### src/lrgd_pkg.sv
package lrgd_pkg;

    localparam int MAX_SAMPLES  = 256;
    localparam int MAX_FEATURES = 8;
    localparam int SI_W  = $clog2(MAX_SAMPLES);
    localparam int FI_W  = $clog2(MAX_FEATURES);
    localparam int FA_W  = SI_W + FI_W;

    localparam logic [2:0] CMD_FEATURE = 3'd0;
    localparam logic [2:0] CMD_TARGET  = 3'd1;
    localparam logic [2:0] CMD_WEIGHT  = 3'd2;
    localparam logic [2:0] CMD_BIAS    = 3'd3;
    localparam logic [2:0] CMD_START   = 3'd4;

    localparam logic [1:0] REG_STEP_RATE     = 2'd0;
    localparam logic [1:0] REG_PASS_COUNT    = 2'd1;
    localparam logic [1:0] REG_SAMPLE_COUNT  = 2'd2;
    localparam logic [1:0] REG_FEATURE_COUNT = 2'd3;

    typedef struct packed {
        logic [2:0]         command;
        logic [7:0]         sample_index;
        logic [2:0]         feature_index;
        logic signed [31:0] value;
    } lrgd_in_t;

    typedef struct packed {
        logic               result_kind;
        logic [2:0]         weight_index;
        logic signed [31:0] trained_value;
        logic               last;
    } lrgd_out_t;

    // Datapath operations issued by the controller.
    typedef enum logic [3:0] {
        OP_NONE,
        OP_CLR_ACC,
        OP_PRED_INIT,
        OP_PRED_MAC,
        OP_ERR,
        OP_GRAD,
        OP_BIAS_GRAD,
        OP_UPD_START,
        OP_UPD_MUL,
        OP_UPD_DIV,
        OP_UPD_WRITE,
        OP_EMIT
    } lrgd_op_t;

    typedef struct packed {
        lrgd_op_t          op;
        logic [SI_W-1:0]   sample;
        logic [FI_W-1:0]   feat;
        logic              is_bias;
        logic              last;
    } lrgd_cmd_t;

    typedef struct packed {
        logic div_done;
    } lrgd_stat_t;

    function automatic logic signed [31:0] sat32(input logic signed [65:0] v);
        if (v > 66'sd2147483647)
            return 32'sh7FFFFFFF;
        else if (v < -66'sd2147483648)
            return 32'sh80000000;
        else
            return v[31:0];
    endfunction

endpackage

### src/lrgd_ctrl.sv
module lrgd_ctrl (
    input  logic                 clk,
    input  logic                 rst_n,
    input  logic                 go,
    input  logic [15:0]          pass_count,
    input  logic [8:0]           n_eff,
    input  logic [3:0]           d_eff,
    input  lrgd_pkg::lrgd_stat_t stat,
    output lrgd_pkg::lrgd_cmd_t  cmd,
    output logic                 busy
);
    import lrgd_pkg::*;

    localparam logic [3:0] S_IDLE  = 4'd0;
    localparam logic [3:0] S_PASS  = 4'd1;
    localparam logic [3:0] S_PINIT = 4'd2;
    localparam logic [3:0] S_MAC   = 4'd3;
    localparam logic [3:0] S_DRAIN = 4'd4;
    localparam logic [3:0] S_ERR   = 4'd5;
    localparam logic [3:0] S_GRAD  = 4'd6;
    localparam logic [3:0] S_BGRAD = 4'd7;
    localparam logic [3:0] S_USTRT = 4'd8;
    localparam logic [3:0] S_UMUL  = 4'd9;
    localparam logic [3:0] S_UDIV  = 4'd10;
    localparam logic [3:0] S_UWR   = 4'd11;
    localparam logic [3:0] S_EMIT  = 4'd12;

    logic [3:0]  state_reg, state_next;
    logic [15:0] pass_reg, pass_next;
    logic [8:0]  samp_reg, samp_next;
    logic [3:0]  feat_reg, feat_next;
    logic        setup_reg, setup_next;

    // Sequencer: passes, samples within a pass, features within a sample.
    always_comb
    begin
        state_next = state_reg;
        pass_next  = pass_reg;
        samp_next  = samp_reg;
        feat_next  = feat_reg;
        setup_next = 1'b0;
        cmd.op      = OP_NONE;
        cmd.sample  = samp_reg[SI_W-1:0];
        cmd.feat    = feat_reg[FI_W-1:0];
        cmd.is_bias = feat_reg == d_eff;
        cmd.last    = feat_reg == d_eff;

        unique case (state_reg)
            S_IDLE:
            begin
                if (go)
                begin
                    pass_next  = '0;
                    samp_next  = '0;
                    feat_next  = '0;
                    state_next = (pass_count == 16'd0) ? S_EMIT : S_PASS;
                end
            end
            S_PASS:
            begin
                cmd.op     = OP_CLR_ACC;
                samp_next  = '0;
                state_next = S_PINIT;
            end
            S_PINIT:
            begin
                cmd.op     = OP_PRED_INIT;
                feat_next  = '0;
                setup_next = 1'b1;
                state_next = S_MAC;
            end
            S_MAC:
            begin
                // The address runs one feature ahead of the product.
                if (setup_reg)
                begin
                    feat_next = feat_reg + 4'd1;
                end
                else
                begin
                    cmd.op = OP_PRED_MAC;
                    if (feat_reg == d_eff)
                    begin
                        state_next = S_DRAIN;
                    end
                    else
                    begin
                        feat_next = feat_reg + 4'd1;
                    end
                end
            end
            S_DRAIN:
            begin
                state_next = S_ERR;
            end
            S_ERR:
            begin
                cmd.op     = OP_ERR;
                feat_next  = '0;
                setup_next = 1'b1;
                state_next = S_GRAD;
            end
            S_GRAD:
            begin
                if (setup_reg)
                begin
                    feat_next = feat_reg + 4'd1;
                end
                else
                begin
                    cmd.op = OP_GRAD;
                    if (feat_reg == d_eff)
                    begin
                        state_next = S_BGRAD;
                    end
                    else
                    begin
                        feat_next = feat_reg + 4'd1;
                    end
                end
            end
            S_BGRAD:
            begin
                cmd.op = OP_BIAS_GRAD;
                if (samp_reg == n_eff - 9'd1)
                begin
                    feat_next  = '0;
                    state_next = S_USTRT;
                end
                else
                begin
                    samp_next  = samp_reg + 9'd1;
                    state_next = S_PINIT;
                end
            end
            S_USTRT:
            begin
                cmd.op     = OP_UPD_START;
                state_next = S_UMUL;
            end
            S_UMUL:
            begin
                cmd.op     = OP_UPD_MUL;
                state_next = S_UDIV;
            end
            S_UDIV:
            begin
                cmd.op = OP_UPD_DIV;
                if (stat.div_done)
                begin
                    state_next = S_UWR;
                end
            end
            S_UWR:
            begin
                cmd.op = OP_UPD_WRITE;
                if (feat_reg == d_eff)
                begin
                    feat_next = '0;
                    if (pass_reg == pass_count - 16'd1)
                    begin
                        state_next = S_EMIT;
                    end
                    else
                    begin
                        pass_next  = pass_reg + 16'd1;
                        state_next = S_PASS;
                    end
                end
                else
                begin
                    feat_next  = feat_reg + 4'd1;
                    state_next = S_USTRT;
                end
            end
            S_EMIT:
            begin
                cmd.op = OP_EMIT;
                if (feat_reg == d_eff)
                begin
                    state_next = S_IDLE;
                end
                else
                begin
                    feat_next = feat_reg + 4'd1;
                end
            end
            default:
            begin
                state_next = S_IDLE;
            end
        endcase
    end

    always_ff @(posedge clk or negedge rst_n)
    begin
        if (!rst_n)
        begin
            state_reg <= S_IDLE;
            pass_reg  <= '0;
            samp_reg  <= '0;
            feat_reg  <= '0;
            setup_reg <= 1'b0;
        end
        else
        begin
            state_reg <= state_next;
            pass_reg  <= pass_next;
            samp_reg  <= samp_next;
            feat_reg  <= feat_next;
            setup_reg <= setup_next;
        end
    end

    assign busy = state_reg != S_IDLE;

    // Sample and feature counters stay inside the configured ranges.
    a_samp_range: assert property (@(posedge clk) disable iff (!rst_n)
        busy |-> samp_reg < n_eff && feat_reg <= d_eff)
        else $error("counter out of range");

    // A start beat always leaves the idle state.
    a_go: assert property (@(posedge clk) disable iff (!rst_n)
        (state_reg == S_IDLE && go) |=> state_reg != S_IDLE)
        else $error("start lost");

endmodule

### config.mk
export PLATFORM = sky130hd
export DESIGN_NAME = lrgd_ctrl
export DESIGN_NICKNAME = d
export VERILOG_FILES = /design/src/lrgd_pkg.sv /design/src/lrgd_ctrl.sv
export SDC_FILE = /design/constraint.sdc
export NUM_CORES = 1
export LEC_CHECK = 0
export ABC_AREA = 1
export BUFFER_PORTS_ARGS = -buffer_cell sky130_fd_sc_hd__buf_4
export CORE_MARGIN = 4
export CORE_UTILIZATION = 58
export DETAILED_ROUTE_END_ITERATION = 10
export HOLD_SLACK_MARGIN = 0.15
export PLACE_DENSITY = 0.88
export SYNTH_ARGS = -nofsm -noshare
export SYNTH_HDL_FRONTEND = slang
export SYNTH_SLANG_ARGS = --single-unit
### constraint.sdc
create_clock -name clk -period 2.25 [get_ports clk]
set_input_delay 0.1125 -clock clk [delete_from_list [all_inputs] [get_ports clk]]
set_output_delay 0.1125 -clock clk [all_outputs]
set_load 0.01 [all_outputs]
## Yosys cells after proc, flatten, opt, wreduce, memory -nomap -nowiden

Index checks and enable logic that the tools add are counted.

| cells by class | value |
|---|---|
| add/sub/neg operators | 5 |
| eq/ne operators | 26 |
| muxes and demuxes | 29 |
| reductions and logical operators | 12 |

Operators with widths:

| cell | count |
|---|---|
| 4-bit two-way mux | 16 |
| 4-bit one-hot mux with 13 select lines | 1 |
| 16-bit two-way mux | 3 |
| 4-bit one-hot mux with 11 select lines | 1 |
| 16-bit one-hot mux with 2 select lines | 1 |
| 9-bit one-hot mux with 3 select lines | 1 |
| 4-bit one-hot mux with 6 select lines | 1 |
| 2-bit != test, second input constant | 11 |
| 4-bit equality test, second input constant | 5 |
| 9-bit two-way mux | 2 |
| 16-bit by 1-bit adder with 16-bit output, second input constant | 1 |
| 16-bit equality test | 1 |
| 4-bit by 3-bit equality test with 1-bit output, second input constant | 4 |
| 16-bit zero test | 1 |
| 16-bit by 1-bit subtractor with 16-bit output, second input constant | 1 |
| 9-bit by 1-bit adder with 9-bit output, second input constant | 1 |
| 9-bit equality test | 1 |
| 9-bit by 1-bit subtractor with 9-bit output, second input constant | 1 |
| 4-bit by 2-bit equality test with 1-bit output, second input constant | 2 |
| 7-bit AND reduction | 1 |
| 3-bit AND reduction | 2 |
| 6-bit nonzero test | 1 |
| 4-bit by 1-bit adder with 4-bit output, second input constant | 1 |
| 4-bit by 1-bit equality test with 1-bit output, second input constant | 1 |
| 10 further kinds | 11 |

| word-level totals | value |
|---|---|
| register bits after elaboration | 34 |
| output and inout bits | 18 |
| word-level logic and storage cells | 77 |

## Longest topological paths before layout

Gate-level depths: netlist of run 1.

| logic depth | value |
|---|---|
| word-level depth | 5 |
| gate-level depth with buffers | 19 |

## Worst setup path after synthesis of run 1

No wires, ideal clock.

| timing | value |
|---|---|
| path type | reg2reg |
| from | reg state_reg[1] |
| to | reg samp_reg[4] |
| library setup time | 126 ps |
| data arrival time | 1,637 ps |
| required time | 2,124 ps |
| path slack | 486 ps |
| cell stages (with the launch flop) | 12 |
| period minus slack after synthesis | 1,764 ps |
| cell sequence | dfrtp_1 > nor2_1 > inv_1 > nor2_1 > inv_1 > nor2_1 > nor2_1 > inv_1 > nand2_1 > buf_2 > nand3b_1 > o21ai_0 |

| between the ends | value |
|---|---|
| longest elaborated chain between the ends | 3 |
| elaborated cells between the ends (all ways) | 8 |
| those cells by class | eq/ne (4); mux (1); reduce/logical (3) |

RTL lines:

| what | RTL line | source |
|---|---|---|
| from (decl) | lrgd_ctrl.sv:28 | `logic [3:0] state_reg, state_next;` |
| from (signal assigned) | lrgd_ctrl.sv:207 | `state_reg <= state_next;` |
| 4-bit by 3-bit equality test with 1-bit output, or another cell as far along | lrgd_ctrl.sv:48 | `unique case (state_reg)` |
| 2-bit != test (no source line) or 3-bit nonzero test (tied branches) | n/a |  |
| 3-bit AND reduction (no source line) | n/a |  |
| to (signal assigned) | lrgd_ctrl.sv:209 | `samp_reg <= samp_next;` |
| to (decl) | lrgd_ctrl.sv:30 | `logic [8:0] samp_reg, samp_next;` |

Several ways; a longest one is shown, not always the timed one.
A chain may end at the register's enable or synchronous reset.

## Final worst setup path of run 1

| timing | value |
|---|---|
| from | reg state_reg[0] |
| to | reg samp_reg[6] |

Same word-level chain as after synthesis.

==> summary.md, run 1 <==
| Metric | Value |
|---|---|
| Status | completed |
| Vias | between 3,000 and 4,000 |
| Synth area leaders | dfrtp_1 25%, nand2_1 18%, nor2_1 8.4%, inv_1 7.5%, xor2_1 7.3% |
| Maximum clock frequency | 498.8 MHz |
| Worst-Skew Late Latency | 0.30 ns |
| Reg clk slew, reported paths | 0.08 ns |
| Max reg flops | 16 |
| Yosys warns | 0 |
| Num CTS Buffers | 5 |
| Max_cap viols | 0 |
| Synth unique cells | 39 |
| H-tree depth | 2 |
| Die height | 85.32 um |
| Critical path endpoint category | register |
| Final nets | 641 |
| CORE AREA | between 0.005 and 0.006 mm2 |
| Initial antenna violation count | 0 |
| DR iter-0 viols | ~160 |
| Synthesized instance count | 557 |
| Most used flip-flop cell after synthesis | dfrtp_1 |
| Final Max Slew Viols | 0 |
| DR DRC count | 0 |
| Share of the synthesized area in the top cell type | about 25% |
| Placed inst area | between 0.003 and 0.004 mm2 |
| Post-synth EDFFs | 0 |
| Final setup viols | 0 |
| Worst Hold Class | input port to register |
| Slew headroom | 60.24% |
| Vias per cell | around 5.4 |
| Die ar. | 0.007279 mm2 |
| Pin count of the biggest net entering global routing | 35 |
| Largest area contributor in the netlist | dfrtp_1 |
| Diode count | 0 |
| FFs w/ async S/R, synth | 100.0% |
| Fraction of layout cells with a size suffix above 1 | 15.42% |
| First-pass GRT wire length | 14,300 um |
| Peak supply drop | 0.6503 mV |
| Detail Route Antenna Nets | 0 |
| Minimum clock period | 2.005 ns |
| DP HPWL | 6793 um |
| Req. time, crit path | ~2.4 ns |
| IO Count | 51 |
| Worst Path Max Fanout | 11 |
| Setup CP Type | register to register |
| Part of the Yosys area used for sequential elements | between 20% and 30% |
| TNS Setup | 0 ns |
| Num rows | 27 |
| Critical path arrival | 2.18 ns |
| Per-cell routed wire length | 12.87 um |
| Longest Clk Path Bufs | 2 |
| Unrepaired setup endpoints after global routing | no |
| Total GRT Usage | about a quarter |
| CTS Sinks | 34 |
| Routability Congestion | 0.9077 |
| Clk_skew | about 0.012 ns |
| Chip width | roughly 85 um |
| Avg Inst Size Synth | roughly 6.2 um2 |
| Leak pwr | 0.001991 uW |
| Grt ovf | 0 |
| Initial Util | 61.45% |
| # Post-CTS Setup Buffers | 0 |
| CTS root buf | clkbuf_8 |
| Routed WL | 8689 um |
| Design area | 0.003965 mm2 |
| Slew @ Worst Pin | 0.5957 ns |
| Area delta synth->final | 14.36% |
| Hold Violations, Final | 0 |
| PD cells | ~690 mW/mm2 |
| Final Cycle Share | 89.10% |
| #FFs+latches synth | 34 |
| Post-Syn Nets | approximately 600 |
| CP startpoint kind | register |
| Vias in the first global route | 3,299 |
| Port bufs | 50 |
| DRT Pass-1 Iters | 5 |
| Total power | 2755 uW |
| Fillers | 500 |
| TritonCTS clock tree | done |
| Syn Std Cell Area | between 0.003 and 0.004 mm2 |
[per-layer routing]
layer  vias up  global-route usage [%]  part of all wire, %
li1       1836                       -                    -
met4         0                   7.482                  1.7
met2       136                   38.84                   47
met5         -                       0                    0
met1      1650                   31.86                   45
met3        25                   3.398                  6.7
[cells in the mapped netlist (all sizes together), types with 5 or more instances]
library cell and count:
xnor2 7, nand4 5, buf 16, dfrtp 34, xor2 29, nand3b 11
clkbuf 5, nor3 14, inv 70, nor2 85, o21ai 18, ha 6
nand3 48, a21oi 11, nand2 176
[path summary, 6_finish.rpt]
path / from / end / slack [ns] / depth (start not counted)
worst max register to register: state_reg[0] / samp_reg[6] / 0.25 / 10
worst max-delay path: state_reg[0] / samp_reg[6] / 0.25 / 10
min in group asynchronous: rst_n / pass_reg[1] / 0.30 / 2
worst min register to register: pass_reg[4] / pass_reg[4] / 0.55 / 2
worst min-delay path: stat / state_reg[3] / 0.19 / 4
max in group asynchronous: rst_n / pass_reg[8] / 1.61 / 2
[metrics by stage]
stage	hold slack (ns)	util (%)	instances	setup WS, ns
2_1_floorplan	-0.1831	-	557	0.4862
3_3_place_gp	0.08277	68.37	666	0.1622
3_5_place_dp	0.09263	68.37	666	0.08984
4_1_cts	0.1921	70.24	675	0.1949
5_1_grt	0.2521	70.28	675	0.06402
6_report	0.1855	70.28	675	0.2452
[layout make-up]
| cell class | instances | area [um2] | share of cell area, % |
|---|---|---|---|
| inverters | 70 | 262.8 | 6.627 |
| well taps | 72 | 90.09 | 2.272 |
| repair buffers | 59 | 445.4 | 11.23 |
| multi-input cells | 432 | 2221 | 56.01 |
| clock buffers | 6 | 82.58 | 2.083 |
| flip-flops and latches | 34 | 850.8 | 21.46 |
| clock inverters | 2 | 12.51 | 0.3156 |
[worst max-delay path: stages, from the launching register on]
cell      delay, ns
dfrtp_1        0.44
nor2_1         0.16
inv_1          0.07
nor2_1         0.19
inv_1          0.17
nor2_2         0.21
nor2_1         0.08
inv_1          0.08
nand2_1        0.22
nand3b_1       0.16
o21ai_0        0.09
[power breakdown]
| group | internal, uW | switching, uW |
|---|---|---|
| registers | 692 | 106 |
| clock network | 246 | 249 |
| logic | 545 | 916 |
[cell families after synthesis]
family          share of synthesized area (%)
xor+xnor                                10.39
simple gates                            45.18
buf+inv                                 11.48
flops                                   24.54
compound gates                          6.244
fa+ha+maj                               2.165
[layout by cell type, fill, tap and decap left out, types with 2 or more instances in the layout]
cell,count
or3_1,2
nor4_1,3
nand3_1,46
nand2_4,2
xor2_1,29
ha_1,6
xnor2_1,7
o21ai_0,17
buf_4,58
nand2_2,6
nand3_2,2
inv_1,69
nand4_1,5
nor2_2,5
o32ai_1,3
dfrtp_1,34
or2_2,4
nand3b_1,11
a21oi_1,10
xnor3_1,2
clkbuf_8,6
nor2_4,3
nand2_1,168
nor2_1,77
nor3_1,13
[timing repair]
item	4_1_cts	5_1_grt
gates resized for setup	0	1
hold buffers	1	0
endpoints found under the hold margin	34	0
setup endpoints to repair	0	4
Note: power is estimated with default switching activity, not from simulation.
==> inputs of run 2 (changes only) <==
CELL_PAD_IN_SITES_DETAIL_PLACEMENT = 1   (was default)
CELL_PAD_IN_SITES_GLOBAL_PLACEMENT = 1   (was default)
CORE_UTILIZATION = 42   (was 58)
CTS_BUF_LIST = sky130_fd_sc_hd__clkbuf_4 sky130_fd_sc_hd__clkbuf_8   (was default)
MAX_ROUTING_LAYER = met4   (was default)
PLACE_DENSITY = 0.91   (was 0.88)
==> summary.md, run 2 (synthesis results as in run 1) <==
| Metric | Value |
|---|---|
| Status | completed |
| Critical path arrival | 2.21 ns |
| Worst Path Max Fanout | 17 |
| Layout Cells excl Fill | 705 |
| Reg clk slew, reported paths | around 0.080 ns |
| Worst Hold Class | input port to register |
| Routed WL | around 11,000 um |
| Peak supply drop | roughly 0.38 mV |
| Clk_skew | 0.01796 ns |
| Detail Route Antenna Nets | 0 |
| Chip width | around 99 um |
| Vias | 3,741 |
| Final setup viols | 0 |
| Die height | 98.86 um |
| DP HPWL | 8435 um |
| Fraction of layout cells with a size suffix above 1 | between 10% and 20% |
| Reg area | 850.8 um2 |
| Minimum clock period | about 2.0 ns |
| Dpl ws | -0.03491 ns |
| Worst-Skew Late Latency | 0.30 ns |
| Crit-path slowest cell | dfrtp_1 |
| Fillers | 1,105 |
| Hold Violations, Final | 0 |
| Routability Congestion | 0.8582 |
| R2R Setup Slk | 0.27 ns |
| Crit-path max cell delay | 0.44 ns |
| DR iter-0 viols | 130 |
| H-tree depth | 2 |
| Initial antenna violation count | 0 |
| Total GRT Usage | 23.41% |
| Leak pwr | between 0.0015 and 0.002 uW |
| PD cells | 698.6 mW/mm2 |
| CTS root buf | clkbuf_8 |
| Total power | ~2800 uW |
| Slew headroom | between 50% and 60% |
| Maximum clock frequency | 504.4 MHz |
| CP startpoint kind | register |
| Unrepaired setup endpoints after global routing | no |
| Final Cycle Share | 88.11% |
| Num CTS Buffers | 5 |
| Final core occ | roughly 51% |
| Diode count | 0 |
| Final worst slack | about 0.27 ns |
| Per-cell routed wire length | 15.13 um |
| DR DRC count | 0 |
| Num rows | 32 |
| Final Max Slew Viols | 0 |
| Most frequent cells in the layout | 167 x nand2_1, 77 x nor2_1, 67 x inv_1 |
| Area delta synth->final | 15.63% |
| Vias per cell | 5.306 |
| Die ar. | 0.009772 mm2 |
| Critical path endpoint category | register |
| Max reg flops | 16 |
| Pin count of the biggest net entering global routing | 35 |
| CP most frequent cell | nand2_1 |
| Final nets | 641 |
| Initial Util | 43.96% |
| Commonest non-fill, non-tap cell in the layout | nand2_1 |
| CTS Sinks | 34 |
| Dpl cells | 696 |
| Slew @ Worst Pin | ~0.64 ns |
| Hold WS | 0.2136 ns |
| TritonCTS clock tree | done |
| First-pass GRT wire length | 18,420 um |
| Longest Clk Path Bufs | 2 |
| Vias in the first global route | ~4,000 |
| CORE AREA | 0.007888 mm2 |
| Setup CP Type | register to register |
| Port bufs | 50 |
| CP cell instances | inv_2 -> nor2_1 -> nor2_1 -> o21ai_0 -> nand2_1 -> inv_1 -> nor2_1 -> nand2_1 -> nor3_4 -> nand2_2 -> nand2_2 -> nand2_4 -> nand2_8 -> nand2_1 -> nand2_1 |
| Req. time, crit path | approximately 2.5 ns |
| DRT Pass-1 Iters | 4 |
| Max_cap viols | 0 |
| IO Count | between 50 and 60 |
| Multi-input logic area | 0.002232 mm2 |
| Grt ovf | 0 |
==> run 2: final cells by class <==
class                   count  area share (%)
clock buffers               6           1.904
clock inverters             2          0.3433
inverters                  70           6.554
multi-input cells         432           55.68
flip-flops and latches     34           21.22
well taps                 102           3.184
repair buffers             59           11.11
==> run 2: layer usage <==
layer	up-vias	wire (um)	track usage, %
met5	-	0	-
met4	0	192	6.092
met3	17	392	2.972
met2	86	5292	40.81
met1	1800	4787	28.50
li1	1838	-	-
==> run 2: per-stage QoR <==
step | cell area (um2) | setup TNS (ns)
floorplan | 3467 | 0
global placement | 3895 | 0
detailed placement | 3895 | -0.05983
CTS | 3995 | 0
global route | 4009 | 0
finish | 4009 | 0
==> run 2: worst paths after layout <==
| path | start | to | depth (start not counted) |
|---|---|---|---|
| max | pass_reg[6] | pass_reg[6] | 15 |
| min | stat | state_reg[3] | 4 |
| max reg2reg | pass_reg[6] | pass_reg[6] | 15 |
| min reg2reg | pass_reg[4] | pass_reg[4] | 2 |
| max in group asynchronous | rst_n | pass_reg[6] | 2 |
| min in group asynchronous | rst_n | feat_reg[0] | 2 |
==> run 2: critical path, delay by kind of cell, from the launching register on <==
family / cells / cell delay, ns
AOI/OAI and AO/OA: 1 / 0.08
buffers and inverters: 2 / 0.19
DFF: 1 / 0.44
and+or+nand+nor: 12 / 1.21
==> run 2: what timing repair did <==
action                                 4_1_cts  5_1_grt
endpoints found under the hold margin       34        0
gates resized for setup                      0        5
hold buffers                                 1        0
buffers inserted                             0        0
setup endpoints to repair                    0       23
==> run 2: power breakdown <==
group          internal [uW]  leakage, uW  total (uW)  switching, uW
combinational            553      0.00148        1510            958
clock                    231    0.0000486         481            250
sequential               692     0.000464         809            117
total                   1480      0.00199        2800           1330
==> inputs of run 3 (changes only) <==
CORE_UTILIZATION = 25   (was 42)
PLACE_DENSITY = 0.62   (was 0.91)
TNS_END_PERCENT = 10   (was default)
==> summary.md, run 3 (synthesis results as in run 1) <==
| Metric | Value |
|---|---|
| Status | completed |
| Port bufs | 50 |
| Longest Clk Path Bufs | 2 |
| Placed inst area | 0.004023 mm2 |
| Fillers | 1,757 |
| Per-cell routed wire length | 13.88 um |
| Total GRT Usage | between 10% and 20% |
| Setup CP Type | register to register |
| Initial Util | 25.87% |
| Area delta synth->final | 19.13% |
| Vias in the first global route | approximately 4,000 |
| Routed WL | between 10,000 and 15,000 um |
| Reg clk slew, reported paths | 0.08 ns |
| Die height | 125.8 um |
| Commonest non-fill, non-tap cell in the layout | nand2_1 |
| Routability Congestion | 0.8343 |
| Reg area | 850.8 um2 |
| TritonCTS clock tree | done |
| Final nets | around 640 |
| Max reg flops | 16 |
| Max_cap viols | 0 |
| Fraction of layout cells with a size suffix above 1 | 15.84% |
| Design area | 0.004130 mm2 |
| Unrepaired setup endpoints after global routing | yes |
| Critical path arrival | approximately 2.3 ns |
| Detail Route Antenna Nets | 0 |
| Layout Cells excl Fill | 782 |
| Multi-input logic area | 0.002221 mm2 |
| Die ar. | 0.01582 mm2 |
| Peak supply drop | between 0.2 and 0.3 mV |
| Total power | approximately 2800 uW |
| Final worst slack | 0.1851 ns |
| Hold Violations, Final | 0 |
| CORE AREA | 0.01340 mm2 |
| CTS root buf | clkbuf_8 |
| H-tree depth | 2 |
| CP startpoint kind | register |
| Diode count | 0 |
| Vias | 3,658 |
| DR iter-0 viols | 155 |
| CTS Sinks | 34 |
| Initial antenna violation count | 0 |
| Final core occ | 30.82% |
| DP HPWL | approximately 9000 um |
| Final Max Slew Viols | 0 |
| DRT Pass-1 Iters | 4 |
| Critical path endpoint category | register |
| Maximum clock frequency | between 400 and 500 MHz |
| Req. time, crit path | approximately 2.5 ns |
| PD cells | 690.0 mW/mm2 |
| Num rows | 42 |
| Dpl cells | 773 |
| First-pass GRT wire length | between 15,000 and 20,000 um |
| Minimum clock period | 2.065 ns |
| Num CTS Buffers | 5 |
| Pin count of the biggest net entering global routing | 35 |
| # Post-CTS Setup Buffers | 0 |
| Worst Path Max Fanout | 16 |
| Final Cycle Share | about 92% |
| DR DRC count | 0 |
| IO Count | a little over 50 |
| Most frequent cells in the layout | 167 x nand2_1, 78 x nor2_1, 69 x inv_1 |
| Worst-Skew Late Latency | 0.30 ns |
| Clk_skew | approximately 0.011 ns |
| Leak pwr | 0.002010 uW |
| Final setup viols | 0 |
| Slew @ Worst Pin | between 0.7 and 0.8 ns |
| Grt ovf | 0 |
| Chip width | ~130 um |
| Worst Hold Class | input port to register |
| Vias per cell | 4.678 |
| Dpl ws | 0.02885 ns |
| Slew headroom | 51.63% |
## run 3: worst max-delay path, stage by stage (launching register included)
cell and delay, ns:
dfrtp_1 0.41, inv_1 0.18, nor2_1 0.08, nor2_1 0.09, o21ai_0 0.09, nand2_1 0.07
inv_1 0.04, nor2_1 0.10, nand2_1 0.12, nor3_4 0.17, nand2_2 0.10, nand2_2 0.08
nand2_4 0.11, nand2_4 0.21, nand2_1 0.07, nand2_1 0.07
## run 3: final cells by class
| cell class | count | area share [%] |
|---|---|---|
| Timing Repair Buffer | 62 | 11.63 |
| Clock inverter | 2 | 0.3029 |
| Tap cell | 176 | 5.332 |
| Sequential cell | 34 | 20.60 |
| Clock buffer | 6 | 1.999 |
| Multi-Input combinational cell | 432 | 53.77 |
| Inverter | 70 | 6.362 |
## run 3: routing by layer
layer	GRT usage (%)	part of all wire (%)	vias up
li1	-	-	1847
met1	18.07	48	1749
met2	24.92	49	47
met3	1.609	2.4	15
met4	3.849	1.5	0
met5	-	0	-
## run 3: through the flow
stage               setup TNS, ns  hold WS [ns]
floorplan                       0       -0.1831
global placement                0        0.1044
detailed placement              0        0.1127
CTS                             0        0.2176
global route              -0.3433        0.2368
finish                          0        0.2228
## run 3: power by group
group	leakage [uW]	switching, uW	total, uW	internal [uW]
Clock	0.0000472	254	500	246
Sequential	0.000464	116	808	692
Combinational	0.00150	959	1540	583
## run 3: repair_timing
item,in CTS,in global routing
hold endpoints to repair,34,0
endpoints found under the setup margin,0,24
gates resized for setup,0,1
hold buffers,1,0
## run 3: path summary, 6_finish.rpt
| path | startpoint | to | slack (ns) | cells after the start |
|---|---|---|---|---|
| worst max-delay path | pass_reg[6] | pass_reg[14] | 0.19 | 15 |
| worst min-delay path | stat | state_reg[3] | 0.22 | 4 |
| worst max register to register | pass_reg[6] | pass_reg[14] | 0.19 | 15 |
| worst min register to register | pass_reg[6] | pass_reg[6] | 0.54 | 2 |
| max in group asynchronous | rst_n | pass_reg[3] | 1.59 | 2 |
| min in group asynchronous | rst_n | samp_reg[7] | 0.31 | 2 |
